## config.mk

```make
export PLATFORM = sky130hd
export DESIGN_NAME = multi_level_priority_queue_core_flat
export DESIGN_NICKNAME = d
export VERILOG_FILES = /design/src/rtl/mlpq_pkg.sv /design/src/rtl/mlpq_if.sv /design/src/rtl/multi_level_priority_queue_core.sv /design/src/rtl/mlpq_ram.sv /design/src/rtl/mlpq_front.sv /design/src/rtl/mlpq_cmdq.sv /design/src/rtl/mlpq_back.sv /design/src/flat_wrapper.sv
export SDC_FILE = /design/constraint.sdc
export NUM_CORES = 2
export LEC_CHECK = 0
export BUFFER_PORTS_ARGS = -buffer_cell sky130_fd_sc_hd__buf_2
export CAP_MARGIN = 40
export CORE_ASPECT_RATIO = 1.1
export CORE_MARGIN = 10
export CORE_UTILIZATION = 50
export CTS_CLUSTER_SIZE = 28
export DETAILED_ROUTE_END_ITERATION = 8
export PLACE_DENSITY = 0.66
export SYNTH_ARGS = -nofsm -noshare
export SYNTH_HDL_FRONTEND = slang
export SYNTH_MEMORY_MAX_BITS = 65536
export SYNTH_SLANG_ARGS = --single-unit
```

## constraint.sdc

```tcl
create_clock -name i_clk -period 3.9 [get_ports i_clk]
set_input_delay 0.78 -clock i_clk [delete_from_list [all_inputs] [get_ports i_clk]]
set_output_delay 0.78 -clock i_clk [all_outputs]
set_load 0.02 [all_outputs]
```

## src/rtl/mlpq_pkg.sv

```systemverilog
// Shared constants, codes and types of the multi-level priority queue.
`default_nettype none
package mlpq_pkg;

    localparam int NUM_LEVELS   = 16;
    localparam int LEVEL_DEPTH  = 16;
    localparam int HANDLE_WIDTH = 16;

    localparam int STORE_DEPTH = NUM_LEVELS * LEVEL_DEPTH;
    localparam int ADDR_W      = $clog2(STORE_DEPTH);
    localparam int LVL_W       = $clog2(NUM_LEVELS);
    localparam int PTR_W       = $clog2(LEVEL_DEPTH);
    localparam int CNT_W       = $clog2(LEVEL_DEPTH + 1);
    localparam int TOTAL_W     = 9;

    localparam logic ACT_ENQ = 1'b0;
    localparam logic ACT_DEQ = 1'b1;

    typedef enum logic [1:0] {
        ST_OK    = 2'd0,
        ST_EMPTY = 2'd1,
        ST_RANGE = 2'd2,
        ST_FULL  = 2'd3
    } t_status;

    // Command handed from the classifier to the store side.
    typedef struct packed {
        logic                    rd;
        logic                    wr;
        logic [ADDR_W-1:0]       addr;
        logic [HANDLE_WIDTH-1:0] wdata;
        t_status                 status;
        logic [TOTAL_W-1:0]      total;
        logic                    all_empty;
    } t_cmd;

endpackage
`default_nettype wire

```

## src/rtl/mlpq_if.sv

```systemverilog
// Valid/ready channel interfaces for queue requests and results.
`default_nettype none
interface mlpq_in_if;
    logic        valid;
    logic        ready;
    logic        action;
    logic [7:0]  level;
    logic [15:0] handle;

    modport source (output valid, action, level, handle, input ready);
    modport sink   (input valid, action, level, handle, output ready);
endinterface

interface mlpq_out_if;
    logic        valid;
    logic        ready;
    logic [15:0] out_handle;
    logic [1:0]  status;
    logic [8:0]  total_held;
    logic        all_empty;

    modport source (output valid, out_handle, status, total_held, all_empty, input ready);
    modport sink   (input valid, out_handle, status, total_held, all_empty, output ready);
endinterface
`default_nettype wire

```

## src/rtl/multi_level_priority_queue_core.sv

```systemverilog
// Top level of the strict-priority multi-level queue of task handles.
// Each request (enqueue at a level, or dequeue from the lowest-numbered non-empty
// level) gives exactly one result. The input side holds one request in a register and
// takes no new one until it is classified against the per-level counts and pointers
// and pushed into the command queue, which is when those are updated. A two-entry
// command queue then feeds the handle store, a RAM with registered read: a popped
// command and its read data pass a stage register, then an output register where results
// wait while new requests keep arriving. The store is never cleared: the queue discipline
// reads only slots that were written, so the block is ready straight out of reset.
`default_nettype none
module multi_level_priority_queue_core (
    input  logic       i_clk,
    input  logic       i_rst_n,
    mlpq_in_if.sink    i_in,
    mlpq_out_if.source o_out
);
    import mlpq_pkg::*;

    logic q_push;
    logic q_ready;
    logic q_valid;
    logic q_pop;
    t_cmd front_cmd;
    t_cmd back_cmd;

    mlpq_front u_front (
        .i_clk      (i_clk),
        .i_rst_n    (i_rst_n),
        .i_in_valid (i_in.valid),
        .o_in_ready (i_in.ready),
        .i_action   (i_in.action),
        .i_level    (i_in.level),
        .i_handle   (i_in.handle),
        .o_q_push   (q_push),
        .i_q_ready  (q_ready),
        .o_q_cmd    (front_cmd)
    );

    mlpq_cmdq u_cmdq (
        .i_clk   (i_clk),
        .i_rst_n (i_rst_n),
        .i_push  (q_push),
        .o_ready (q_ready),
        .i_cmd   (front_cmd),
        .o_valid (q_valid),
        .i_pop   (q_pop),
        .o_cmd   (back_cmd)
    );

    mlpq_back u_back (
        .i_clk        (i_clk),
        .i_rst_n      (i_rst_n),
        .i_q_valid    (q_valid),
        .o_q_pop      (q_pop),
        .i_q_cmd      (back_cmd),
        .o_out_valid  (o_out.valid),
        .i_out_ready  (o_out.ready),
        .o_out_handle (o_out.out_handle),
        .o_status     (o_out.status),
        .o_total_held (o_out.total_held),
        .o_all_empty  (o_out.all_empty)
    );

endmodule
`default_nettype wire

```

## src/rtl/mlpq_ram.sv

```systemverilog
// Generic single-write, single-read RAM with registered read data.
`default_nettype none
module mlpq_ram #(
    parameter int WIDTH = 16,
    parameter int DEPTH = 256
) (
    input  logic                     i_clk,
    input  logic                     i_we,
    input  logic [$clog2(DEPTH)-1:0] i_waddr,
    input  logic [WIDTH-1:0]         i_wdata,
    input  logic                     i_re,
    input  logic [$clog2(DEPTH)-1:0] i_raddr,
    output logic [WIDTH-1:0]         o_rdata
);

    logic [WIDTH-1:0] r_mem [DEPTH];
    logic [WIDTH-1:0] r_rdata;

    always_ff @(posedge i_clk) begin
        if (i_we) begin
            r_mem[i_waddr] <= i_wdata;
        end
        if (i_re) begin
            r_rdata <= r_mem[i_raddr];
        end
    end

    assign o_rdata = r_rdata;

endmodule
`default_nettype wire

```

## src/rtl/mlpq_front.sv

```systemverilog
// Front end: takes requests, keeps per-level bookkeeping, issues store commands.
`default_nettype none
module mlpq_front (
    input  logic          i_clk,
    input  logic          i_rst_n,
    input  logic          i_in_valid,
    output logic          o_in_ready,
    input  logic          i_action,
    input  logic [7:0]    i_level,
    input  logic [15:0]   i_handle,
    output logic          o_q_push,
    input  logic          i_q_ready,
    output mlpq_pkg::t_cmd o_q_cmd
);
    import mlpq_pkg::*;

    logic                 r_hv;
    logic                 r_act;
    logic [7:0]           r_lvl;
    logic [15:0]          r_hdl;

    logic [CNT_W-1:0]     r_cnt  [NUM_LEVELS];
    logic [PTR_W-1:0]     r_head [NUM_LEVELS];
    logic [PTR_W-1:0]     r_tail [NUM_LEVELS];
    logic [NUM_LEVELS-1:0] r_nonempty;
    logic [TOTAL_W-1:0]   r_total;

    logic [LVL_W-1:0]     first_idx;
    logic                 found;
    logic                 in_range;
    logic [LVL_W-1:0]     idx;
    logic [CNT_W-1:0]     cnt_sel;
    logic [PTR_W-1:0]     head_sel;
    logic [PTR_W-1:0]     tail_sel;
    logic [PTR_W-1:0]     ptr;
    logic                 do_enq;
    logic                 do_deq;
    logic [CNT_W-1:0]     n_cnt_sel;
    logic [NUM_LEVELS-1:0] n_nonempty;
    logic [TOTAL_W-1:0]   n_total;
    logic                 fire;
    t_cmd                 cmd;

    function automatic logic [PTR_W-1:0] next_slot(input logic [PTR_W-1:0] p);
        return (p == PTR_W'(LEVEL_DEPTH - 1)) ? '0 : p + 1'b1;
    endfunction

    // Lowest-numbered non-empty level wins.
    always_comb begin
        first_idx = '0;
        for (int i = NUM_LEVELS - 1; i >= 0; i--) begin
            if (r_nonempty[i]) begin
                first_idx = LVL_W'(i);
            end
        end
    end

    always_comb begin
        found    = |r_nonempty;
        in_range = (r_lvl < 8'(NUM_LEVELS));
        idx      = (r_act == ACT_DEQ) ? first_idx : r_lvl[LVL_W-1:0];
        cnt_sel  = r_cnt[idx];
        head_sel = r_head[idx];
        tail_sel = r_tail[idx];
        do_enq   = 1'b0;
        do_deq   = 1'b0;
        cmd      = '0;
        cmd.status = ST_OK;

        if (r_act == ACT_ENQ) begin
            if (!in_range) begin
                cmd.status = ST_RANGE;
            end else if (cnt_sel == CNT_W'(LEVEL_DEPTH)) begin
                cmd.status = ST_FULL;
            end else begin
                do_enq = 1'b1;
            end
        end else begin
            if (!found) begin
                cmd.status = ST_EMPTY;
            end else begin
                do_deq = 1'b1;
            end
        end

        ptr = do_enq ? tail_sel : head_sel;

        if (do_enq) begin
            n_cnt_sel = cnt_sel + 1'b1;
            n_total   = r_total + 1'b1;
        end else if (do_deq) begin
            n_cnt_sel = cnt_sel - 1'b1;
            n_total   = r_total - 1'b1;
        end else begin
            n_cnt_sel = cnt_sel;
            n_total   = r_total;
        end

        n_nonempty      = r_nonempty;
        n_nonempty[idx] = (n_cnt_sel != '0);

        cmd.rd        = do_deq;
        cmd.wr        = do_enq;
        cmd.addr      = ADDR_W'(idx) * ADDR_W'(LEVEL_DEPTH) + ADDR_W'(ptr);
        cmd.wdata     = HANDLE_WIDTH'(r_hdl);
        cmd.total     = n_total;
        cmd.all_empty = ~|n_nonempty;
    end

    assign fire       = r_hv && i_q_ready;
    assign o_in_ready = !r_hv;
    assign o_q_push   = r_hv;
    assign o_q_cmd    = cmd;

    always_ff @(posedge i_clk) begin
        if (!i_rst_n) begin
            r_hv       <= 1'b0;
            r_nonempty <= '0;
            r_total    <= '0;
            for (int i = 0; i < NUM_LEVELS; i++) begin
                r_cnt[i]  <= '0;
                r_head[i] <= '0;
                r_tail[i] <= '0;
            end
        end else begin
            if (fire) begin
                r_hv <= 1'b0;
            end else if (i_in_valid && !r_hv) begin
                r_hv <= 1'b1;
            end
            if (fire && do_enq) begin
                r_tail[idx] <= next_slot(tail_sel);
            end
            if (fire && do_deq) begin
                r_head[idx] <= next_slot(head_sel);
            end
            if (fire && (do_enq || do_deq)) begin
                r_cnt[idx] <= n_cnt_sel;
                r_nonempty <= n_nonempty;
                r_total    <= n_total;
            end
        end
    end

    // Request holding register.
    always_ff @(posedge i_clk) begin
        if (i_in_valid && !r_hv) begin
            r_act <= i_action;
            r_lvl <= i_level;
            r_hdl <= i_handle;
        end
    end

`ifndef SYNTHESIS
    a_nonempty_tracks_count: assert property (@(posedge i_clk) disable iff (!i_rst_n)
        r_nonempty[0] == (r_cnt[0] != '0))
        else $error("nonempty flag of level 0 disagrees with its count");

    a_enq_adds_one: assert property (@(posedge i_clk) disable iff (!i_rst_n)
        fire && do_enq |=> r_total == TOTAL_W'($past(r_total) + 1'b1))
        else $error("accepted enqueue did not raise the total");

    a_drop_keeps_state: assert property (@(posedge i_clk) disable iff (!i_rst_n)
        fire && !do_enq && !do_deq |=> $stable(r_total) && $stable(r_nonempty))
        else $error("dropped request changed the bookkeeping");
`endif

endmodule
`default_nettype wire

```

## src/rtl/mlpq_cmdq.sv

```systemverilog
// Two-entry command queue between the front end and the store side.
`default_nettype none
module mlpq_cmdq (
    input  logic           i_clk,
    input  logic           i_rst_n,
    input  logic           i_push,
    output logic           o_ready,
    input  mlpq_pkg::t_cmd i_cmd,
    output logic           o_valid,
    input  logic           i_pop,
    output mlpq_pkg::t_cmd o_cmd
);
    import mlpq_pkg::*;

    t_cmd       r_mem [2];
    logic       r_wp;
    logic       r_rp;
    logic [1:0] r_cnt;
    logic       do_push;
    logic       do_pop;

    assign o_ready = (r_cnt != 2'd2);
    assign o_valid = (r_cnt != 2'd0);
    assign o_cmd   = r_mem[r_rp];
    assign do_push = i_push && o_ready;
    assign do_pop  = i_pop && o_valid;

    always_ff @(posedge i_clk) begin
        if (!i_rst_n) begin
            r_wp  <= 1'b0;
            r_rp  <= 1'b0;
            r_cnt <= 2'd0;
        end else begin
            if (do_push) begin
                r_wp <= ~r_wp;
            end
            if (do_pop) begin
                r_rp <= ~r_rp;
            end
            if (do_push && !do_pop) begin
                r_cnt <= r_cnt + 2'd1;
            end else if (do_pop && !do_push) begin
                r_cnt <= r_cnt - 2'd1;
            end
        end
    end

    always_ff @(posedge i_clk) begin
        if (do_push) begin
            r_mem[r_wp] <= i_cmd;
        end
    end

endmodule
`default_nettype wire

```

## src/rtl/mlpq_back.sv

```systemverilog
// Back end: runs store writes and reads in order and registers the results.
`default_nettype none
module mlpq_back (
    input  logic           i_clk,
    input  logic           i_rst_n,
    input  logic           i_q_valid,
    output logic           o_q_pop,
    input  mlpq_pkg::t_cmd i_q_cmd,
    output logic           o_out_valid,
    input  logic           i_out_ready,
    output logic [15:0]    o_out_handle,
    output logic [1:0]     o_status,
    output logic [8:0]     o_total_held,
    output logic           o_all_empty
);
    import mlpq_pkg::*;

    logic                    r_a_valid;
    t_cmd                    r_a_cmd;
    logic                    r_b_valid;
    logic [15:0]             r_b_handle;
    logic [1:0]              r_b_status;
    logic [8:0]              r_b_total;
    logic                    r_b_all_empty;
    logic [HANDLE_WIDTH-1:0] rdata;
    logic                    a_move;
    logic                    pop;

    assign a_move  = r_a_valid && (!r_b_valid || i_out_ready);
    assign pop     = i_q_valid && (!r_a_valid || a_move);
    assign o_q_pop = pop;

    // At most one command per cycle, so a read always sees the write issued before it.
    mlpq_ram #(
        .WIDTH (HANDLE_WIDTH),
        .DEPTH (STORE_DEPTH)
    ) u_store (
        .i_clk   (i_clk),
        .i_we    (pop && i_q_cmd.wr),
        .i_waddr (i_q_cmd.addr),
        .i_wdata (i_q_cmd.wdata),
        .i_re    (pop && i_q_cmd.rd),
        .i_raddr (i_q_cmd.addr),
        .o_rdata (rdata)
    );

    always_ff @(posedge i_clk) begin
        if (!i_rst_n) begin
            r_a_valid <= 1'b0;
            r_b_valid <= 1'b0;
        end else begin
            if (pop) begin
                r_a_valid <= 1'b1;
            end else if (a_move) begin
                r_a_valid <= 1'b0;
            end
            r_b_valid <= a_move || (r_b_valid && !i_out_ready);
        end
    end

    always_ff @(posedge i_clk) begin
        if (pop) begin
            r_a_cmd <= i_q_cmd;
        end
        if (a_move) begin
            r_b_handle    <= r_a_cmd.rd ? 16'(rdata) : 16'd0;
            r_b_status    <= r_a_cmd.status;
            r_b_total     <= 9'(r_a_cmd.total);
            r_b_all_empty <= r_a_cmd.all_empty;
        end
    end

    assign o_out_valid  = r_b_valid;
    assign o_out_handle = r_b_handle;
    assign o_status     = r_b_status;
    assign o_total_held = r_b_total;
    assign o_all_empty  = r_b_all_empty;

endmodule
`default_nettype wire
```

## src/flat_wrapper.sv

```systemverilog
// flat-port wrapper written by rule: the top's interface ports become plain ports
module multi_level_priority_queue_core_flat import mlpq_pkg::*;
  (i_clk, i_rst_n, i_in_valid, i_in_action, i_in_level, i_in_handle, i_in_ready, o_out_valid, o_out_out_handle, o_out_status, o_out_total_held, o_out_all_empty, o_out_ready);
  mlpq_in_if i_in_i ();
  mlpq_out_if o_out_i ();
  input  logic i_clk;
  input  logic i_rst_n;
  input wire logic [$bits(i_in_i.valid)-1:0] i_in_valid;
  input wire logic [$bits(i_in_i.action)-1:0] i_in_action;
  input wire logic [$bits(i_in_i.level)-1:0] i_in_level;
  input wire logic [$bits(i_in_i.handle)-1:0] i_in_handle;
  output wire logic [$bits(i_in_i.ready)-1:0] i_in_ready;
  output wire logic [$bits(o_out_i.valid)-1:0] o_out_valid;
  output wire logic [$bits(o_out_i.out_handle)-1:0] o_out_out_handle;
  output wire logic [$bits(o_out_i.status)-1:0] o_out_status;
  output wire logic [$bits(o_out_i.total_held)-1:0] o_out_total_held;
  output wire logic [$bits(o_out_i.all_empty)-1:0] o_out_all_empty;
  input wire logic [$bits(o_out_i.ready)-1:0] o_out_ready;
  assign i_in_i.valid = i_in_valid;
  assign i_in_i.action = i_in_action;
  assign i_in_i.level = i_in_level;
  assign i_in_i.handle = i_in_handle;
  assign i_in_ready = i_in_i.ready;
  assign o_out_valid = o_out_i.valid;
  assign o_out_out_handle = o_out_i.out_handle;
  assign o_out_status = o_out_i.status;
  assign o_out_total_held = o_out_i.total_held;
  assign o_out_all_empty = o_out_i.all_empty;
  assign o_out_i.ready = o_out_ready;
  multi_level_priority_queue_core u_core (.i_clk(i_clk), .i_rst_n(i_rst_n), .i_in(i_in_i), .o_out(o_out_i));
endmodule
```

; ---- Word level (Yosys, flattened, before mapping)
; Memories as Yosys holds them, arrays and structs flattened. A register that Yosys moved wholly into a read port is not among the register bits.
; Index checks and enable logic that the tools add are counted.
; Widths: inputs -> output; s select.
[word_totals]
regBits = 98
mem_bits_rw = 4380
inputBits = 29
output_inout_bits = 30
word_cells = 143
mem_count = 5
[op_classes]
addsub = 9
magnitude_cmp = 3
n_eq_ne = 4
muxes = 65
bitwise = 3
reduce_logical = 35
[memory_table]
columns = memory, depth, width, rd, rd_ports_with_merged_regs, write_ports, line_no
row1 = u_core.u_back.u_store.r_mem, 256, 16, 1, 1, 1, mlpq_ram.sv:16  ; logic [WIDTH-1:0] r_mem [DEPTH];
row2 = u_core.u_front.r_cnt, 16, 5, 1, 0, 16, mlpq_front.sv:22  ; logic [CNT_W-1:0] r_cnt [NUM_LEVELS];
row3 = u_core.u_cmdq.r_mem, 2, 38, 1, 1, 1, mlpq_cmdq.sv:15  ; t_cmd r_mem [2];
row4 = u_core.u_front.r_head, 16, 4, 1, 0, 16, mlpq_front.sv:23  ; logic [PTR_W-1:0] r_head [NUM_LEVELS];
row5 = u_core.u_front.r_tail, 16, 4, 1, 0, 16, mlpq_front.sv:24  ; logic [PTR_W-1:0] r_tail [NUM_LEVELS];
[op_table]
columns = operator, count
row1 = $mux 4, 25
row2 = $reduce_or 16->1, 2
row3 = $mux 1, 28
row4 = $mux 9, 2
row5 = $bwmux 16, 1
row6 = $mux 5, 3
row7 = $logic_and 1x1->1, 14
row8 = $mux 2, 5
row9 = $add 9x1->9 const B, 1
row10 = $sub 9x1->9 const B, 1
row11 = $add 4x1->4 const B, 2
row12 = $add 8x4->8, 1
row13 = $eq 4x4->1 const B, 2
row14 = $lt 8x5->1 const B, 1
row15 = $reduce_or 4->1, 2
row16 = $logic_not 1->1, 7
row17 = $reduce_bool 2->1, 3
row18 = $add 5x1->5 const B, 1
row19 = $eq 5x5->1 const B, 1
row20 = $lt 4x5->1 const B, 1
row21 = $reduce_bool 5->1, 1
row22 = $reduce_or 5->1, 1
row23 = $sub 5x1->5 const B, 1
row24 = $demux 1 s4, 1
row25 = other kinds (7), 12

; ---- Longest topological paths before layout
; An unclocked memory read counts as a cell.
[depth]
ltp_word = 29
mapped_depth = 23

; ---- Cells and area by module
; Synthesis repeated with hierarchy kept, for this count alone.
[unflattened]
cells_unflattened = 8836
hier_area_um2 = 176444.2
[modules_own_cells]
columns = module, instances, cells_each, area_per_inst_um2, seq_area_each_um2
row1 = mlpq_ram, 1, 7360, 158874.9, 123478.4
row2 = mlpq_front, 1, 1265, 13153.9, 7517.2
row3 = mlpq_cmdq, 1, 142, 2980.4, 2382.3
row4 = mlpq_back, 1, 69, 1435.1, 1271.2

; ---- Worst setup path after synthesis
; Ideal clock, no wire load.
[synth_timing]
path_kind = register -> register
start = register u_core.u_front.r_nonempty[4]
end = memory u_core.u_front.r_tail[0][0] (netlist bit), enable pin
arrival_ns = 3.895
t_required_ns = 3.539
setup_slack_ns = -0.356
stages_incl_launch_ff = 20
n_path_buf = 6
path_cell_list = dfxtp_1 > nor4_1 > o2111ai_2 > and2_1 > buf_6 > buf_6 > buf_4 > nor2_1 > a22oi_1 > nand2_1 > inv_1 > ha_1 > and2_1 > o2111ai_1 > o221a_1 > buf_2 > nand3_1 > buf_2 > clkbuf_1 > o21ai_0
[synth_lines]
columns = element, line_no
row1 = start: declaration, mlpq_front.sv:25  ; logic [NUM_LEVELS-1:0] r_nonempty;
row2 = start signal: assignment, mlpq_front.sv:139  ; r_nonempty <= n_nonempty;
row3 = end: declaration, mlpq_front.sv:24

==> flow_summary.json <==
{
  "status": "finished with violations",
  "failed_checks": "negative setup slack",
  "syn_inst": 8168,
  "finalCritPeriodShare": 1.032,
  "worst_pin_slew_ns": 1.068,
  "min_period_ns": 4.024,
  "fp.dieH_um": 636.2,
  "grt_pass1_vias": 90545,
  "via_per_inst": 6.380,
  "clockBufferDepth": 4,
  "cts_sinks": 4495,
  "fin_skew_ns": 0.04923,
  "most-common-layout-cells": "edfxtp_1, mux4_2, buf_4",
  "yosysUniqueCellTypes": 90,
  "cts_tree": "built",
  "slew_viol_final": 0,
  "synth_edf_count": 4462,
  "final_common_cell": "edfxtp_1",
  "antenna_found_initial": 26,
  "io_buffers": 58,
  "vias": 90649,
  "synth_flop_cell": "edfxtp_1",
  "core_um2": 344100,
  "min_from": "i_in_valid",
  "first_pass_iters": 6,
  "slew_headroom": 0.2817,
  "r2r-start": "u_core.u_front.r_act",
  "fin_nets": 9302,
  "drt-total-wl_mm": 478.0,
  "setup_viol": 186,
  "crit_arrival_ns": 4.73,
  "dp_cells": 13329,
  "leakage_uw": 0.06484,
  "async_flop_share": 0,
  "cts_root_buf": "clkbuf_16",
  "numCtsBuffers": 431,
  "clk_pin_slew_worst_paths_ns": 0.06,
  "grt_pass1_wl_mm": 678.0,
  "timing_hold_violations_final": 0,
  "ys_warn_count": 0,
  "cap_violations": 0,
  "grt_max_degree": 132,
  "drive_gt1_frac": 0.3147,
  "synthToLayoutAreaGrowth_pct": 17.34,
  "avgSynthCellArea_um2": 21.13,
  "power_density_nw_per_um2": 635.6,
  "rows": 226,
  "place_congestion": 0.9241,
  "start_util": 0.5015,
  "grt_overflow_total": 0,
  "insertion_delay_ns": 0.98,
  "startpoint": "u_core.u_front.r_act",
  "critical_path.max_fanout": 7,
  "fin_ws_ns": -0.1245,
  "first_iter_violations": 12471,
  "io_pins": 59,
  "end_kind": "register",
  "yosysSeqAreaShare": 0.7803,
  "drc": 0,
  "peakVddDrop_mv": 0.4504,
  "hpwlAfterDp_mm": 300.2,
  "max_freq_mhz": 248.5,
  "rsz0062_at_grt": "true",
  "critPathRequiredTime_ns": 4.60,
  "layoutNonFillerInstCount": 14209,
  "ant_nets": 0,
  "htree_levels": 5,
  "dieArea_um2": 369100,
  "worstSetupPathType": "register to register",
  "power_uw": 128700,
  "synth_seq_cells": 4495,
  "grt_usage": 0.2519,
  "die_x_um": 580.1,
  "syn_area_um2": 172600,
  "hold_path.class": "input port to register",
  "syn_nets": 8205,
  "startpoint_type": "register",
  "wire_per_inst_um": 33.64
}
-- final cells by class --
cell class / instances / area [um2]
clock inverter: 284 / 2419
timing repair inverter: 1 / 7.507
timing repair buffer: 1153 / 10970
clock buffer: 515 / 11250
sequential: 4495 / 134700
multi-input combinational: 3161 / 37350
inverter: 22 / 90.09
tap: 4560 / 5705
fill: 24336 / 141600
antenna: 18 / 45.04
-- Yosys cell counts (7+ instances only) --
| library cell | number | area (um2) |
|---|---|---|
| o22ai_1 | 8 | 50.05 |
| or3_1 | 10 | 62.56 |
| mux2i_1 | 81 | 810.8 |
| o21ai_0 | 53 | 265.3 |
| nor2b_1 | 9 | 56.30 |
| buf_2 | 36 | 180.2 |
| clkbuf_1 | 300 | 1126 |
| inv_1 | 18 | 67.56 |
| a21oi_1 | 277 | 1386 |
| edfxtp_1 | 4462 | 134000 |
| buf_1 | 137 | 514.2 |
| mux2_2 | 38 | 427.9 |
| nor4_1 | 31 | 193.9 |
| o41ai_1 | 25 | 219.0 |
| o32ai_1 | 7 | 61.31 |
| nand4_1 | 14 | 87.58 |
| xnor2_1 | 10 | 87.58 |
| mux4_2 | 1026 | 23110 |
| nand2_1 | 229 | 859.6 |
| nand3_1 | 44 | 220.2 |
| a221oi_1 | 7 | 61.31 |
| a311oi_1 | 14 | 122.6 |
| ha_1 | 8 | 100.1 |
| o31ai_1 | 7 | 52.55 |
| nor2_1 | 504 | 1892 |
| and3_1 | 21 | 131.4 |
| dfxtp_1 | 33 | 660.6 |
| nor3_1 | 33 | 165.2 |
| nand2b_1 | 9 | 56.30 |
| buf_4 | 13 | 97.59 |
| a22oi_1 | 527 | 3956 |
| a31oi_1 | 16 | 100.1 |
| a21o_1 | 9 | 67.56 |
| and2_1 | 33 | 206.5 |
-- final timing paths --
kind,cells after the start,to,slack (ns)
max reg2reg,17,u_core.u_front.r_cnt[9][2],-0.12
max,17,u_core.u_front.r_cnt[9][2],-0.12
min,3,u_core.u_front.o_q_push,0.10
min reg2reg,0,u_core.u_back.o_total_held[5],0.41
-- metal layers --
metal | GRT usage | wire, um | up-vias
li1 | - | - | 36513
met1 | 0.3491 | 180400 | 48224
met2 | 0.4028 | 230600 | 5034
met3 | 0.04749 | 46240 | 850
met4 | 0.09377 | 20520 | 28
met5 | 0 | 190 | -
-- critical path: stages, from the launching register on --
cell	delay, ns
edfxtp_1	0.41
nor2b_2	0.18
nor2_1	0.06
a311o_2	0.46
inv_4	0.13
mux4_2	0.52
a22oi_2	0.21
nand2_2	0.10
inv_2	0.08
ha_4	0.12
and2_4	0.14
o2111ai_4	0.11
o221a_4	0.35
buf_4	0.14
and3_4	0.20
buf_12	0.17
buf_12	0.15
a21o_4	0.22
-- through the flow --
stage | hold WS, ns | setup slack (ns) | area, um2 | setup TNS (ns) | util
floorplan | 0.4003 | -0.06152 | 172700 | -251.76 | -
global placement | 0.4038 | -0.4561 | 186700 | -79.78 | 0.5425
detailed placement | 0.4061 | -0.3922 | 187000 | -73.44 | 0.5434
CTS | 0.03200 | -0.07064 | 201400 | -1.566 | 0.5853
global route | 0.1205 | -0.3039 | 202400 | -56.38 | 0.5883
finish | 0.1008 | -0.1245 | 202500 | -9.478 | 0.5884
-- cell families after synthesis --
family,synth area share
AO/OA/AOI/OAI,0.04054
XOR/XNOR,0.001066
adder cells (fa/ha/maj),0.0005801
buffers and inverters,0.01202
flip-flops,0.7803
multiplexers,0.1414
AND/OR/NAND/NOR,0.02415
-- power breakdown --
part           switching (uW)  total [uW]  internal (uW)  leakage (uW)
logic                   18700       30000          11300        0.0175
clock network           18000       40800          22900       0.00666
registers                 251       57900          57600        0.0407
-- registers in the layout, summed over array words and instances, names as in the netlist, 8 cells and up, named ones only --
| signal | count |
|---|---|
| u_core.u_back.u_store.r_mem | 4096 |
| u_core.u_front.r_tail | 64 |
| u_core.u_back.o_out_handle | 16 |
| u_core.u_cmdq.r_mem | 76 |
| u_core.u_back.u_store.o_rdata | 16 |
| u_core.u_front.r_lvl | 8 |
| u_core.u_front.r_nonempty | 16 |
| u_core.u_front.r_total | 9 |
| u_core.u_front.r_head | 64 |
| u_core.u_back.r_a_cmd | 13 |
| u_core.u_back.o_total_held | 9 |
| u_core.u_front.r_cnt | 80 |
| u_core.u_front.r_hdl | 16 |
-- repair_timing --
item | CTS | global route
hold endpoints to repair | 25 | 0
setup endpoints to repair | 385 | 365
buffers inserted | 6 | 17
pin swaps | 15 | 25
hold buffers | 25 | 0
gates resized for setup | 81 | 143
gates cloned | 1 | 10
(Power assumes the default switching activity.)
